[src/design/bmpd_pkg.sv]
package bmpd_pkg;

    localparam int DIM_W = 16;
    localparam int COL_W = DIM_W + 3;

    localparam int MAX_WIDTH_DEF  = 4096;
    localparam int MAX_HEIGHT_DEF = 4096;
    localparam int JOBQ_DEPTH     = 4;
    localparam int RESQ_DEPTH     = 2;

    localparam logic [1:0] K_INFO  = 2'd0;
    localparam logic [1:0] K_PAL   = 2'd1;
    localparam logic [1:0] K_PIXEL = 2'd2;
    localparam logic [1:0] K_ERROR = 2'd3;

    localparam logic [2:0] F_WIDTH  = 3'd0;
    localparam logic [2:0] F_HEIGHT = 3'd1;
    localparam logic [2:0] F_BPP    = 3'd2;
    localparam logic [2:0] F_RMASK  = 3'd3;
    localparam logic [2:0] F_GMASK  = 3'd4;
    localparam logic [2:0] F_BMASK  = 3'd5;
    localparam logic [2:0] F_PAD    = 3'd6;
    localparam logic [2:0] F_EXPAND = 3'd7;

    localparam logic [31:0] E_MAGIC    = 32'd0;
    localparam logic [31:0] E_COMPRESS = 32'd1;
    localparam logic [31:0] E_DEPTH    = 32'd2;
    localparam logic [31:0] E_SIZE     = 32'd3;
    localparam logic [31:0] E_OFFSET   = 32'd4;
    localparam logic [31:0] E_TRUNC    = 32'd5;

    localparam logic [31:0] M16_R = 32'h0000_7C00;
    localparam logic [31:0] M16_G = 32'h0000_03E0;
    localparam logic [31:0] M16_B = 32'h0000_001F;
    localparam logic [31:0] M24_R = 32'h00FF_0000;
    localparam logic [31:0] M24_G = 32'h0000_FF00;
    localparam logic [31:0] M24_B = 32'h0000_00FF;

    localparam logic [31:0] FILE_HDR_LEN = 32'd14;
    localparam logic [31:0] CORE_HDR_LEN = 32'd12;

    typedef struct packed {
        logic [7:0] byte_value;
        logic       file_start;
        logic       file_end;
    } t_in;

    typedef struct packed {
        logic [1:0]  kind;
        logic [2:0]  info_field;
        logic [31:0] value;
        logic [11:0] row;
        logic [11:0] column;
        logic        last;
    } t_out;

    typedef enum logic [1:0] {
        J_SINGLE = 2'd0,
        J_INFO   = 2'd1,
        J_EXPAND = 2'd2
    } t_job_kind;

    typedef struct packed {
        t_job_kind        jk;
        t_out             res;
        logic [DIM_W-1:0] iw;
        logic [DIM_W-1:0] ih;
        logic [5:0]       bpp;
        logic [31:0]      m0;
        logic [31:0]      m1;
        logic [31:0]      m2;
        logic [1:0]       pad;
        logic [2:0]       expand;
        logic [7:0]       eb;
        logic [COL_W-1:0] ecol;
        logic             elast;
    } t_job;

endpackage

[src/design/bmpd_queue.sv]
module bmpd_queue import bmpd_pkg::*; #(
    parameter type T = logic,
    parameter int DEPTH = 4
) (
    input  logic i_clk,
    input  logic i_rst_n,
    input  logic i_push,
    input  T     i_data,
    output logic o_full,
    input  logic i_pop,
    output T     o_data,
    output logic o_empty
);

    localparam int AW = $clog2(DEPTH);

    T               r_mem [DEPTH];
    logic [AW-1:0]  r_wp;
    logic [AW-1:0]  r_rp;
    logic [AW:0]    r_cnt;
    logic           do_push;
    logic           do_pop;

    assign o_full  = (r_cnt == (AW+1)'(DEPTH));
    assign o_empty = (r_cnt == '0);
    assign o_data  = r_mem[r_rp];
    assign do_push = i_push && !o_full;
    assign do_pop  = i_pop && !o_empty;

    always_ff @(posedge i_clk) begin
        if (!i_rst_n) begin
            r_wp  <= '0;
            r_rp  <= '0;
            r_cnt <= '0;
        end else begin
            if (do_push) begin
                r_wp <= r_wp + AW'(1);
            end
            if (do_pop) begin
                r_rp <= r_rp + AW'(1);
            end
            if (do_push && !do_pop) begin
                r_cnt <= r_cnt + (AW+1)'(1);
            end else if (do_pop && !do_push) begin
                r_cnt <= r_cnt - (AW+1)'(1);
            end
        end
    end

    always_ff @(posedge i_clk) begin
        if (do_push) begin
            r_mem[r_wp] <= i_data;
        end
    end

endmodule

[src/design/bmpd_front.sv]
module bmpd_front import bmpd_pkg::*; #(
    parameter int MAX_WIDTH  = MAX_WIDTH_DEF,
    parameter int MAX_HEIGHT = MAX_HEIGHT_DEF
) (
    input  logic i_clk,
    input  logic i_rst_n,
    input  logic i_valid,
    input  t_in  i_item,
    output logic o_job_valid,
    output t_job o_job
);

    localparam int RD_W = DIM_W + 2;
    localparam int RB_W = DIM_W + 3;

    typedef enum logic [4:0] {
        PH_IDLE    = 5'b00001,
        PH_HEADER  = 5'b00010,
        PH_PALETTE = 5'b00100,
        PH_MASKS   = 5'b01000,
        PH_PIXELS  = 5'b10000
    } t_phase;

    t_phase            r_phase, n_phase;
    logic [31:0]       r_byte_count, n_byte_count;
    logic [31:0]       r_offset, n_offset;
    logic [31:0]       r_hsize, n_hsize;
    logic [31:0]       r_width, n_width;
    logic [31:0]       r_height, n_height;
    logic [15:0]       r_raw_bpp, n_raw_bpp;
    logic [31:0]       r_comp, n_comp;
    logic [31:0]       r_raw_clr, n_raw_clr;
    logic [5:0]        r_bpp, n_bpp;
    logic [2:0]        r_expand, n_expand;
    logic [8:0]        r_colors, n_colors;
    logic [31:0]       r_m0, n_m0;
    logic [31:0]       r_m1, n_m1;
    logic [31:0]       r_m2, n_m2;
    logic [1:0]        r_pad, n_pad;
    logic [RD_W-1:0]   r_row_data, n_row_data;
    logic [2:0]        r_px_bytes, n_px_bytes;
    logic [3:0]        r_fs, n_fs;
    logic [31:0]       r_acc, n_acc;
    logic [8:0]        r_pal_idx, n_pal_idx;
    logic [DIM_W-1:0]  r_row_cnt, n_row_cnt;
    logic [DIM_W-1:0]  r_col_cnt, n_col_cnt;
    logic [RB_W-1:0]   r_row_byte, n_row_byte;

    function automatic logic [31:0] put_le(input logic [31:0] dst, input logic [31:0] pos,
                                           input logic [31:0] start, input logic [2:0] len,
                                           input logic [7:0] b);
        logic [31:0] d;
        logic [31:0] off;
        d   = dst;
        off = pos - start;
        if (pos >= start && off < {29'd0, len}) begin
            d[8*off[1:0] +: 8] = b;
        end
        return d;
    endfunction

    function automatic t_job make_err(input logic [31:0] code);
        t_job j;
        j            = '0;
        j.jk         = J_SINGLE;
        j.res.kind   = K_ERROR;
        j.res.value  = code;
        j.res.last   = 1'b1;
        return j;
    endfunction

    function automatic logic n_phase_was_active(input logic start, input t_phase ph);
        return start || (ph != PH_IDLE);
    endfunction

    logic [7:0]        b;
    logic [31:0]       pos;
    logic [31:0]       tmp;
    logic [31:0]       hdr_end;
    logic              hd_bad_depth;
    logic [5:0]        hd_bpp;
    logic [2:0]        hd_exp;
    logic [8:0]        hd_colors;
    logic              hd_def;
    logic              hd_rm;
    logic [RD_W-1:0]   hd_rd;
    logic [11:0]       hd_pal_bytes;
    logic [31:0]       hd_need;
    logic [2:0]        esz;
    logic [31:0]       acc_new;
    logic [3:0]        fs_new;
    logic [8:0]        pal_new;
    logic [11:0]       px_row;
    logic              row_last;
    logic              fin;
    logic              stop;
    logic [RB_W-1:0]   rb_new;
    logic [DIM_W-1:0]  w16;

    always_comb begin
        n_phase      = r_phase;
        n_byte_count = r_byte_count;
        n_offset     = r_offset;
        n_hsize      = r_hsize;
        n_width      = r_width;
        n_height     = r_height;
        n_raw_bpp    = r_raw_bpp;
        n_comp       = r_comp;
        n_raw_clr    = r_raw_clr;
        n_bpp        = r_bpp;
        n_expand     = r_expand;
        n_colors     = r_colors;
        n_m0         = r_m0;
        n_m1         = r_m1;
        n_m2         = r_m2;
        n_pad        = r_pad;
        n_row_data   = r_row_data;
        n_px_bytes   = r_px_bytes;
        n_fs         = r_fs;
        n_acc        = r_acc;
        n_pal_idx    = r_pal_idx;
        n_row_cnt    = r_row_cnt;
        n_col_cnt    = r_col_cnt;
        n_row_byte   = r_row_byte;
        o_job_valid  = 1'b0;
        o_job        = '0;
        b            = i_item.byte_value;
        pos          = '0;
        tmp          = '0;
        hdr_end      = 32'd54;
        hd_bad_depth = 1'b0;
        hd_bpp       = '0;
        hd_exp       = '0;
        hd_colors    = '0;
        hd_def       = 1'b0;
        hd_rm        = 1'b0;
        hd_rd        = '0;
        hd_pal_bytes = '0;
        hd_need      = '0;
        esz          = (n_hsize == CORE_HDR_LEN) ? 3'd3 : 3'd4;
        acc_new      = '0;
        fs_new       = '0;
        pal_new      = '0;
        px_row       = '0;
        row_last     = 1'b0;
        fin          = 1'b0;
        stop         = 1'b0;
        rb_new       = '0;
        w16          = '0;
        if (i_valid) begin
            if (i_item.file_start) begin
                n_phase      = PH_HEADER;
                n_byte_count = '0;
                n_offset     = '0;
                n_hsize      = '0;
                n_width      = '0;
                n_height     = '0;
                n_raw_bpp    = '0;
                n_comp       = '0;
                n_raw_clr    = '0;
                n_bpp        = '0;
                n_expand     = '0;
                n_colors     = '0;
                n_m0         = '0;
                n_m1         = '0;
                n_m2         = '0;
                n_pad        = '0;
                n_row_data   = '0;
                n_px_bytes   = '0;
                n_fs         = '0;
                n_acc        = '0;
                n_pal_idx    = '0;
                n_row_cnt    = '0;
                n_col_cnt    = '0;
                n_row_byte   = '0;
            end
            pos = n_byte_count;
            case (n_phase)
                PH_IDLE: begin
                end
                PH_HEADER: begin
                    if ((pos == 32'd0 && b != 8'h42) || (pos == 32'd1 && b != 8'h4D)) begin
                        o_job_valid = 1'b1;
                        o_job       = make_err(E_MAGIC);
                        n_phase     = PH_IDLE;
                    end else begin
                        n_offset = put_le(n_offset, pos, 32'd10, 3'd4, b);
                        n_hsize  = put_le(n_hsize, pos, 32'd14, 3'd4, b);
                        if (pos >= 32'd18) begin
                            if (n_hsize == CORE_HDR_LEN) begin
                                n_width   = put_le(n_width, pos, 32'd18, 3'd2, b);
                                n_height  = put_le(n_height, pos, 32'd20, 3'd2, b);
                                tmp       = put_le({16'd0, n_raw_bpp}, pos, 32'd24, 3'd2, b);
                                n_raw_bpp = tmp[15:0];
                                hdr_end   = 32'd26;
                            end else begin
                                n_width   = put_le(n_width, pos, 32'd18, 3'd4, b);
                                n_height  = put_le(n_height, pos, 32'd22, 3'd4, b);
                                tmp       = put_le({16'd0, n_raw_bpp}, pos, 32'd28, 3'd2, b);
                                n_raw_bpp = tmp[15:0];
                                n_comp    = put_le(n_comp, pos, 32'd30, 3'd4, b);
                                n_raw_clr = put_le(n_raw_clr, pos, 32'd46, 3'd4, b);
                                hdr_end   = 32'd54;
                            end
                            if (pos == hdr_end - 32'd1) begin
                                case (n_raw_bpp)
                                    16'd1: begin
                                        hd_exp = 3'd1;
                                        hd_bpp = 6'd8;
                                    end
                                    16'd4: begin
                                        hd_exp = 3'd4;
                                        hd_bpp = 6'd8;
                                    end
                                    16'd8: hd_bpp = 6'd8;
                                    16'd15, 16'd16: hd_bpp = 6'd16;
                                    16'd24: hd_bpp = 6'd24;
                                    16'd32: hd_bpp = 6'd32;
                                    default: hd_bad_depth = 1'b1;
                                endcase
                                w16 = n_width[DIM_W-1:0];
                                if (n_raw_bpp <= 16'd8) begin
                                    if (n_raw_clr == 32'd0) begin
                                        hd_colors = 9'd1 << n_raw_bpp[3:0];
                                    end else if (n_raw_clr > 32'd256) begin
                                        hd_colors = 9'd256;
                                    end else begin
                                        hd_colors = n_raw_clr[8:0];
                                    end
                                end
                                hd_def = (n_comp == 32'd0) &&
                                         ({1'b0, n_offset} == {1'b0, n_hsize} + 33'd14);
                                hd_rm  = !hd_def && (hd_bpp == 6'd16 || hd_bpp == 6'd32);
                                if (hd_exp == 3'd1) begin
                                    hd_rd = RD_W'(({2'b0, w16} + 18'd7) >> 3);
                                end else if (hd_exp == 3'd4) begin
                                    hd_rd = RD_W'(({2'b0, w16} + 18'd1) >> 1);
                                end else begin
                                    case (hd_bpp)
                                        6'd8:  hd_rd = {2'b0, w16};
                                        6'd16: hd_rd = {1'b0, w16, 1'b0};
                                        6'd24: hd_rd = {1'b0, w16, 1'b0} + {2'b0, w16};
                                        default: hd_rd = {w16, 2'b0};
                                    endcase
                                end
                                if (esz == 3'd3) begin
                                    hd_pal_bytes = {3'd0, hd_colors} + {2'd0, hd_colors, 1'b0};
                                end else begin
                                    hd_pal_bytes = {1'b0, hd_colors, 2'b0};
                                end
                                hd_need = hdr_end + {20'd0, hd_pal_bytes} +
                                          (hd_rm ? 32'd12 : 32'd0);
                                if (n_comp != 32'd0 && n_comp != 32'd3) begin
                                    o_job_valid = 1'b1;
                                    o_job       = make_err(E_COMPRESS);
                                    n_phase     = PH_IDLE;
                                end else if (hd_bad_depth) begin
                                    o_job_valid = 1'b1;
                                    o_job       = make_err(E_DEPTH);
                                    n_phase     = PH_IDLE;
                                end else if (n_width == 32'd0 || n_height == 32'd0 ||
                                             n_width > 32'(MAX_WIDTH) ||
                                             n_height > 32'(MAX_HEIGHT)) begin
                                    o_job_valid = 1'b1;
                                    o_job       = make_err(E_SIZE);
                                    n_phase     = PH_IDLE;
                                end else if (n_offset < hd_need) begin
                                    o_job_valid = 1'b1;
                                    o_job       = make_err(E_OFFSET);
                                    n_phase     = PH_IDLE;
                                end else begin
                                    n_bpp      = hd_bpp;
                                    n_expand   = hd_exp;
                                    n_colors   = hd_colors;
                                    n_m0       = '0;
                                    n_m1       = '0;
                                    n_m2       = '0;
                                    if (hd_def && hd_bpp == 6'd16) begin
                                        n_m0 = M16_R;
                                        n_m1 = M16_G;
                                        n_m2 = M16_B;
                                    end else if (hd_def && (hd_bpp == 6'd24 ||
                                                            hd_bpp == 6'd32)) begin
                                        n_m0 = M24_R;
                                        n_m1 = M24_G;
                                        n_m2 = M24_B;
                                    end
                                    n_row_data = hd_rd;
                                    n_pad      = 2'd0 - hd_rd[1:0];
                                    n_px_bytes = hd_bpp[5:3];
                                    n_fs       = '0;
                                    n_acc      = '0;
                                    n_pal_idx  = '0;
                                    if (hd_rm) begin
                                        n_phase = PH_MASKS;
                                    end else begin
                                        o_job_valid = 1'b1;
                                        n_phase = (hd_colors != 9'd0) ? PH_PALETTE : PH_PIXELS;
                                    end
                                end
                            end
                        end
                    end
                end
                PH_PALETTE: begin
                    acc_new = n_acc | ({24'd0, b} << (8 * n_fs[1:0]));
                    fs_new  = n_fs + 4'd1;
                    if (fs_new >= {1'b0, esz}) begin
                        o_job_valid      = 1'b1;
                        o_job.jk         = J_SINGLE;
                        o_job.res.kind   = K_PAL;
                        o_job.res.value  = {(esz == 3'd4) ? acc_new[31:24] : 8'hFF,
                                            acc_new[23:0]};
                        o_job.res.column = {3'd0, n_pal_idx};
                        pal_new          = n_pal_idx + 9'd1;
                        o_job.res.last   = (pal_new >= n_colors);
                        n_pal_idx        = pal_new;
                        n_fs             = '0;
                        n_acc            = '0;
                        if (pal_new >= n_colors) begin
                            n_phase = PH_PIXELS;
                        end
                    end else begin
                        n_fs  = fs_new;
                        n_acc = acc_new;
                    end
                end
                PH_MASKS: begin
                    case (n_fs[3:2])
                        2'd0: n_m0[8*n_fs[1:0] +: 8] = b;
                        2'd1: n_m1[8*n_fs[1:0] +: 8] = b;
                        2'd2: n_m2[8*n_fs[1:0] +: 8] = b;
                        default: begin
                        end
                    endcase
                    fs_new = n_fs + 4'd1;
                    n_fs   = fs_new;
                    if (fs_new >= 4'd12) begin
                        n_fs        = '0;
                        o_job_valid = 1'b1;
                        n_phase     = PH_PIXELS;
                    end
                end
                PH_PIXELS: begin
                    px_row   = n_height[11:0] - 12'd1 - n_row_cnt[11:0];
                    row_last = ({1'b0, n_row_cnt} + 17'd1) >= n_height[DIM_W:0];
                    if (pos >= n_offset) begin
                        if (n_row_byte < {1'b0, n_row_data}) begin
                            fin = row_last &&
                                  (n_row_byte == {1'b0, n_row_data} - RB_W'(1));
                            if (n_expand != 3'd0) begin
                                o_job_valid     = 1'b1;
                                o_job.jk        = J_EXPAND;
                                o_job.res.kind  = K_PIXEL;
                                o_job.res.row   = px_row;
                                o_job.iw        = n_width[DIM_W-1:0];
                                o_job.expand    = n_expand;
                                o_job.eb        = b;
                                o_job.elast     = row_last;
                                o_job.ecol      = (n_expand == 3'd1) ?
                                                  COL_W'(n_row_byte << 3) :
                                                  COL_W'(n_row_byte << 1);
                                if (fin) begin
                                    n_phase = PH_IDLE;
                                    stop    = 1'b1;
                                end
                            end else begin
                                acc_new = n_acc | ({24'd0, b} << (8 * n_fs[1:0]));
                                fs_new  = n_fs + 4'd1;
                                n_fs    = fs_new;
                                n_acc   = acc_new;
                                if (fs_new >= {1'b0, n_px_bytes}) begin
                                    o_job_valid      = 1'b1;
                                    o_job.jk         = J_SINGLE;
                                    o_job.res.kind   = K_PIXEL;
                                    o_job.res.value  = acc_new;
                                    o_job.res.row    = px_row;
                                    o_job.res.column = n_col_cnt[11:0];
                                    fin = row_last && ({1'b0, n_col_cnt} + 17'd1 ==
                                                       {1'b0, n_width[DIM_W-1:0]});
                                    o_job.res.last   = fin;
                                    n_col_cnt        = n_col_cnt + DIM_W'(1);
                                    n_fs             = '0;
                                    n_acc            = '0;
                                    if (fin) begin
                                        n_phase = PH_IDLE;
                                        stop    = 1'b1;
                                    end
                                end
                            end
                        end
                        if (!stop) begin
                            rb_new = n_row_byte + RB_W'(1);
                            if (rb_new >= {1'b0, n_row_data} + RB_W'(n_pad)) begin
                                n_row_byte = '0;
                                n_col_cnt  = '0;
                                n_fs       = '0;
                                n_acc      = '0;
                                n_row_cnt  = n_row_cnt + DIM_W'(1);
                            end else begin
                                n_row_byte = rb_new;
                            end
                        end
                    end
                end
                default: n_phase = PH_IDLE;
            endcase
            if (o_job_valid && o_job.jk == J_SINGLE && o_job.res.kind == K_ERROR) begin
                o_job.jk = J_SINGLE;
            end else if (o_job_valid && o_job.jk == J_SINGLE && o_job.res.kind == K_INFO) begin
                o_job.jk     = J_INFO;
                o_job.iw     = n_width[DIM_W-1:0];
                o_job.ih     = n_height[DIM_W-1:0];
                o_job.bpp    = n_bpp;
                o_job.m0     = n_m0;
                o_job.m1     = n_m1;
                o_job.m2     = n_m2;
                o_job.pad    = n_pad;
                o_job.expand = n_expand;
            end
            if (n_phase_was_active(i_item.file_start, r_phase)) begin
                if (n_byte_count != 32'hFFFF_FFFF) begin
                    n_byte_count = n_byte_count + 32'd1;
                end
            end
            if (i_item.file_end && n_phase != PH_IDLE) begin
                o_job_valid = 1'b1;
                o_job       = make_err(E_TRUNC);
                n_phase     = PH_IDLE;
            end
        end
    end

    always_ff @(posedge i_clk) begin
        if (!i_rst_n) begin
            r_phase      <= PH_IDLE;
            r_byte_count <= '0;
            r_fs         <= '0;
            r_acc        <= '0;
            r_pal_idx    <= '0;
            r_row_cnt    <= '0;
            r_col_cnt    <= '0;
            r_row_byte   <= '0;
        end else begin
            r_phase      <= n_phase;
            r_byte_count <= n_byte_count;
            r_fs         <= n_fs;
            r_acc        <= n_acc;
            r_pal_idx    <= n_pal_idx;
            r_row_cnt    <= n_row_cnt;
            r_col_cnt    <= n_col_cnt;
            r_row_byte   <= n_row_byte;
        end
    end

    always_ff @(posedge i_clk) begin
        r_offset   <= n_offset;
        r_hsize    <= n_hsize;
        r_width    <= n_width;
        r_height   <= n_height;
        r_raw_bpp  <= n_raw_bpp;
        r_comp     <= n_comp;
        r_raw_clr  <= n_raw_clr;
        r_bpp      <= n_bpp;
        r_expand   <= n_expand;
        r_colors   <= n_colors;
        r_m0       <= n_m0;
        r_m1       <= n_m1;
        r_m2       <= n_m2;
        r_pad      <= n_pad;
        r_row_data <= n_row_data;
        r_px_bytes <= n_px_bytes;
    end

endmodule

[src/design/bmpd_back.sv]
module bmpd_back import bmpd_pkg::*; (
    input  logic i_clk,
    input  logic i_rst_n,
    input  logic i_job_valid,
    input  t_job i_job,
    output logic o_job_pop,
    input  logic i_res_ready,
    output logic o_res_valid,
    output t_out o_res
);

    logic [2:0]       r_step, n_step;
    logic             fire;
    logic             done;
    logic             res_v;
    logic [COL_W-1:0] col;
    logic             in_row;
    logic             lst;

    always_comb begin
        o_res  = '0;
        res_v  = 1'b0;
        done   = 1'b1;
        col    = '0;
        in_row = 1'b0;
        lst    = 1'b0;
        case (i_job.jk)
            J_SINGLE: begin
                o_res = i_job.res;
                res_v = 1'b1;
            end
            J_INFO: begin
                res_v            = 1'b1;
                o_res.kind       = K_INFO;
                o_res.info_field = r_step;
                o_res.last       = (r_step == F_EXPAND);
                done             = (r_step == F_EXPAND);
                case (r_step)
                    F_WIDTH:  o_res.value = 32'(i_job.iw);
                    F_HEIGHT: o_res.value = 32'(i_job.ih);
                    F_BPP:    o_res.value = 32'(i_job.bpp);
                    F_RMASK:  o_res.value = i_job.m0;
                    F_GMASK:  o_res.value = i_job.m1;
                    F_BMASK:  o_res.value = i_job.m2;
                    F_PAD:    o_res.value = 32'(i_job.pad);
                    default:  o_res.value = 32'(i_job.expand);
                endcase
            end
            J_EXPAND: begin
                col          = i_job.ecol + COL_W'(r_step);
                in_row       = col < COL_W'(i_job.iw);
                lst          = i_job.elast && (col + COL_W'(1) == COL_W'(i_job.iw));
                res_v        = in_row;
                o_res.kind   = K_PIXEL;
                o_res.row    = i_job.res.row;
                o_res.column = col[11:0];
                o_res.last   = lst;
                if (i_job.expand == 3'd1) begin
                    o_res.value = {31'd0, i_job.eb[3'd7 - r_step]};
                end else begin
                    o_res.value = {28'd0, (r_step == 3'd0) ? i_job.eb[7:4] : i_job.eb[3:0]};
                end
                done = (in_row && lst) ||
                       (r_step == ((i_job.expand == 3'd1) ? 3'd7 : 3'd1));
            end
            default: begin
            end
        endcase
    end

    assign fire        = i_job_valid && i_res_ready;
    assign o_res_valid = fire && res_v;
    assign o_job_pop   = fire && done;
    assign n_step      = fire ? (done ? 3'd0 : r_step + 3'd1) : r_step;

    always_ff @(posedge i_clk) begin
        if (!i_rst_n) begin
            r_step <= '0;
        end else begin
            r_step <= n_step;
        end
    end

endmodule

[src/design/bmp_stream_decoder_unit.sv]
// Streaming BMP decoder: one file byte is taken per cycle whenever full is low, and each byte
// is parsed at once into at most one job for a four-entry job queue; the back end turns a job
// into results at one per cycle into a two-entry result queue whenever that queue is not full.
// Palette entries, byte-sized pixels and errors give one result each, the info run gives eight
// results, and a 1 bpp or 4 bpp data byte gives at most eight or two, so the byte rate drops
// only while the job queue is full, as when sub-byte pixels expand or results are not popped.
module bmp_stream_decoder_unit import bmpd_pkg::*; #(
    parameter int MAX_WIDTH  = MAX_WIDTH_DEF,
    parameter int MAX_HEIGHT = MAX_HEIGHT_DEF
) (
    input  logic i_clk,
    input  logic i_rst_n,
    input  logic push,
    input  t_in  i_item,
    output logic full,
    input  logic pop,
    output logic empty,
    output t_out o_result
);

    logic front_valid;
    logic job_valid;
    t_job front_job;
    t_job head_job;
    logic job_empty;
    logic job_pop;
    logic res_full;
    logic res_valid;
    t_out res;

    assign front_valid = push && !full;

    bmpd_front #(
        .MAX_WIDTH (MAX_WIDTH),
        .MAX_HEIGHT(MAX_HEIGHT)
    ) u_front (
        .i_clk      (i_clk),
        .i_rst_n    (i_rst_n),
        .i_valid    (front_valid),
        .i_item     (i_item),
        .o_job_valid(job_valid),
        .o_job      (front_job)
    );

    bmpd_queue #(
        .T    (t_job),
        .DEPTH(JOBQ_DEPTH)
    ) u_job_q (
        .i_clk  (i_clk),
        .i_rst_n(i_rst_n),
        .i_push (job_valid),
        .i_data (front_job),
        .o_full (full),
        .i_pop  (job_pop),
        .o_data (head_job),
        .o_empty(job_empty)
    );

    bmpd_back u_back (
        .i_clk      (i_clk),
        .i_rst_n    (i_rst_n),
        .i_job_valid(!job_empty),
        .i_job      (head_job),
        .o_job_pop  (job_pop),
        .i_res_ready(!res_full),
        .o_res_valid(res_valid),
        .o_res      (res)
    );

    bmpd_queue #(
        .T    (t_out),
        .DEPTH(RESQ_DEPTH)
    ) u_res_q (
        .i_clk  (i_clk),
        .i_rst_n(i_rst_n),
        .i_push (res_valid),
        .i_data (res),
        .o_full (res_full),
        .i_pop  (pop),
        .o_data (o_result),
        .o_empty(empty)
    );

endmodule
[config.mk]
export PLATFORM = sky130hd
export DESIGN_NAME = bmp_stream_decoder_unit
export DESIGN_NICKNAME = d
export VERILOG_FILES = /design/src/design/bmpd_pkg.sv /design/src/design/bmpd_queue.sv /design/src/design/bmpd_front.sv /design/src/design/bmpd_back.sv /design/src/design/bmp_stream_decoder_unit.sv
export SDC_FILE = /design/constraint.sdc
export NUM_CORES = 2
export LEC_CHECK = 0
export BUFFER_PORTS_ARGS = -buffer_cell sky130_fd_sc_hd__buf_4
export CAP_MARGIN = 0
export CORE_MARGIN = 3
export CORE_UTILIZATION = 35
export DETAILED_ROUTE_END_ITERATION = 16
export HOLD_SLACK_MARGIN = 0.1
export SLEW_MARGIN = 20
export SYNTH_ARGS = -nofsm -noshare
export SYNTH_HDL_FRONTEND = slang
export SYNTH_SLANG_ARGS = --single-unit
[constraint.sdc]
create_clock -name i_clk -period 64.2 [get_ports i_clk]
set_input_delay 3.21 -clock i_clk [delete_from_list [all_inputs] [get_ports i_clk]]
set_output_delay 3.21 -clock i_clk [all_outputs]
set_load 0.005 [all_outputs]
==> qor.yml <==
synth_common_cells: "1377 x edfxtp_1, 889 x nand2_1, 617 x nor2_1"
floorplan.die_area_sq_mm: 0.254
vias: 70700
peakVddDrop_mv: 0.0239
grt.overflow.total: 0
r2r_end: "u_job_q.r_mem[0][135]$_DFFE_PP_"
reg2reg_slack_ns: 46.56
top_regs: "u_job_q.r_mem x908, u_res_q.r_mem x124"
leakagePower_nw: 33.6
setup.worst_path.end_class: "register"
grt_max_degree: 138
holdPathEnd: "u_front.r_acc[20]$_SDFFE_PN0P_"
synth_cells: 8061
highest_layer: "met5"
max_slew.worst_pin.slew_ns: 1.24
wl_um: 344000
cts.clk_slew.worst_paths_ns: 0.07
synth_warnings: 0
fmax_mhz: 49.0
ctsLongestPathBuffers: 3
area_delta_synth_final_pct: 12.3
ctsResizeCount: 0
critical_path_class: "primary input to register"
drtIter0Drc: 10000
layout-drive-gt1-share: 0.125
initial_core_util: 0.353
wl_met2_um: 151000
path_max_fanout: 63
globalRouteTotalUtil: 0.261
largest_reg_flops: 908
yosysSeqAreaShare: 0.511
synth_flop_cell: "edfxtp_1"
cts_buffers: 170
drtAntennaViolNets: 0
ios: 78
status: "completed"
rows: 182
required_ns: 64.61
finalCritPeriodShare: 0.318
drtPass1Iterations: 7
ys_ff_latch: 1527
die_h_um: 504
finalSetupViolCount: 0
wire_per_inst_um: 30.0
grt_pass1_vias: 67500
cts_setup_buffers: 0
crit_slowest_cell: "and2_4"
min_period_ns: 20.41
maxCapViolCount: 0
nFillCells: 23800
cp_data_arrival_time_ns: 20.82
drc: 0
cp_common_cell: "ha_1"
hold_viol_final: 0
hp-class: "register to register"
ys_types: 115
rsz0062_at_grt: "no"
min-delay-start: "u_front.r_acc[20]$_SDFFE_PN0P_"
slew_viol_final: 0
dp_hpwl_um: 244000
yosysTopAreaCellShare: 0.476
reg2reg_depth: 42
final_cells: 11500
antenna_found_initial: 17
synth_edf_count: 1377
start_kind: "primary input"
synth_top_cell_by_area: "edfxtp_1"
wl_met1_um: 143000
cts_root_buffer: "clkbuf_16"
whs_path_depth: 2
wl_met3_um: 33400
cts_max_level: 4
numPortBuffers: 77
synth_nets: 8316
slowest_delay_ns: 0.94
final.setup.tns_ns: 0
grt_pass1_wl_um: 493000
critPathLaunch: "i_item[1]"
cts_hold_buf: 0
clock_sink_count: 1527
largest-register: "u_job_q.r_mem"
fp.coreArea_sq_mm: 0.246
finClkSkew_ns: 0.0639
slew_headroom: 0.163
clock_latency_ns: 0.84
synthArstFlopShare: 0
yosysMostFrequentCell: "edfxtp_1"
viasPerCell: 6.16
die_width_um: 504
netlist_area_sq_mm: 0.0869
r2r_start: "u_front.r_byte_count[1]$_SDFFE_PN0P_"
routabilityCongestion: 0.992
num-nets-final: 8285
power_density_mw_per_mm2: 30.0
synthTopCellsByArea: "edfxtp_1 48%, mux4_2 5.9%, nand2_1 3.8%"
dp_cells: 11200
cts_tree: "yes"
fin_util: 0.396
syn_avg_cell_area_sq_um: 10.8
-- cell usage in the layout (no fill, tap or decap), types with 58 or more instances in the layout --
cell type,instances
edfxtp_1,1377
nand2_1,887
nor2_1,614
o21ai_0,453
a21oi_1,450
nand3_1,358
buf_4,308
xnor2_1,252
ha_1,231
mux4_2,229
inv_1,219
nor3_1,210
clkbuf_16,175
nor2b_1,150
dfxtp_1,145
a22oi_1,115
nand4_1,107
xor2_1,105
nor4_1,97
a31oi_1,88
mux2i_1,81
and2_1,79
mux2_2,73
and3_1,72
o22ai_1,68
a21o_1,59
nand2b_1,58
-- logic make-up after synthesis --
group,count (synthesis),synth area share
adders and majority gates,241,0.0355
muxes,387,0.0788
and+or+nand+nor,2947,0.167
DFF,1527,0.511
xor gates and xnor gates,357,0.0360
AOI/OAI and AO/OA,1847,0.137
buffers and inverters,755,0.0342
-- routing by layer --
| layer | GRT usage | up-vias |
|---|---|---|
| met5 | 0 | - |
| met4 | 0.113 | 6 |
| met3 | 0.0580 | 753 |
| met2 | 0.398 | 4027 |
| met1 | 0.358 | 35400 |
| li1 | - | 30600 |
-- metrics by stage --
stage	hold slack (ns)	instance area [sq um]	total power, mW	worst slack [ns]
2_1_floorplan	0.447	86900	1.69	41.29
3_3_place_gp	0.455	91600	1.91	43.45
3_5_place_dp	0.474	91600	1.92	43.19
4_1_cts	0.484	97500	2.93	44.04
5_1_grt	0.494	97600	3.03	42.99
6_report	0.485	97600	2.92	43.79
-- layout make-up --
type                    instances  area, sq um  share of cell area
clock inverters               104         1280              0.0131
clock buffers                 217         4630              0.0474
inverters                     236          903             0.00926
multi-input cells            5779        39800               0.408
diodes                          3         7.51           0.0000769
repair buffers                316         2470              0.0253
well taps                    3312         4140              0.0425
flip-flops and latches       1527        44400               0.455
-- worst max-delay path by stage --
stage / to / slack, ns / cells past startpoint
after floorplan: u_job_q.r_mem[0][0]$_DFFE_PP_ / 41.29 / 62
after global placement: u_job_q.r_mem[0][101]$_DFFE_PP_ / 43.45 / 48
after detailed placement: u_job_q.r_mem[0][101]$_DFFE_PP_ / 43.19 / 47
after CTS: u_job_q.r_mem[0][135]$_DFFE_PP_ / 44.04 / 47
after global routing: u_job_q.r_mem[0][135]$_DFFE_PP_ / 42.99 / 48
final: u_job_q.r_mem[0][135]$_DFFE_PP_ / 43.79 / 44
-- report_power, final --
| group | leakage [nW] | switching [mW] | internal, mW |
|---|---|---|---|
| combinational | 16.2 | 0.424 | 0.239 |
| clock | 2.85 | 0.425 | 0.596 |
| sequential | 14.5 | 0.0377 | 1.20 |
| total | 33.6 | 0.887 | 2.04 |
-- worst max-delay path, delay by kind of cell --
kind,cells,cell delay (ns)
simple gates,15,7.48
compound gates,17,4.98
buf+inv,6,2.61
fa+ha+maj,5,2.10
xor+xnor,1,0.19
Note: power is estimated with default switching activity, not from simulation.
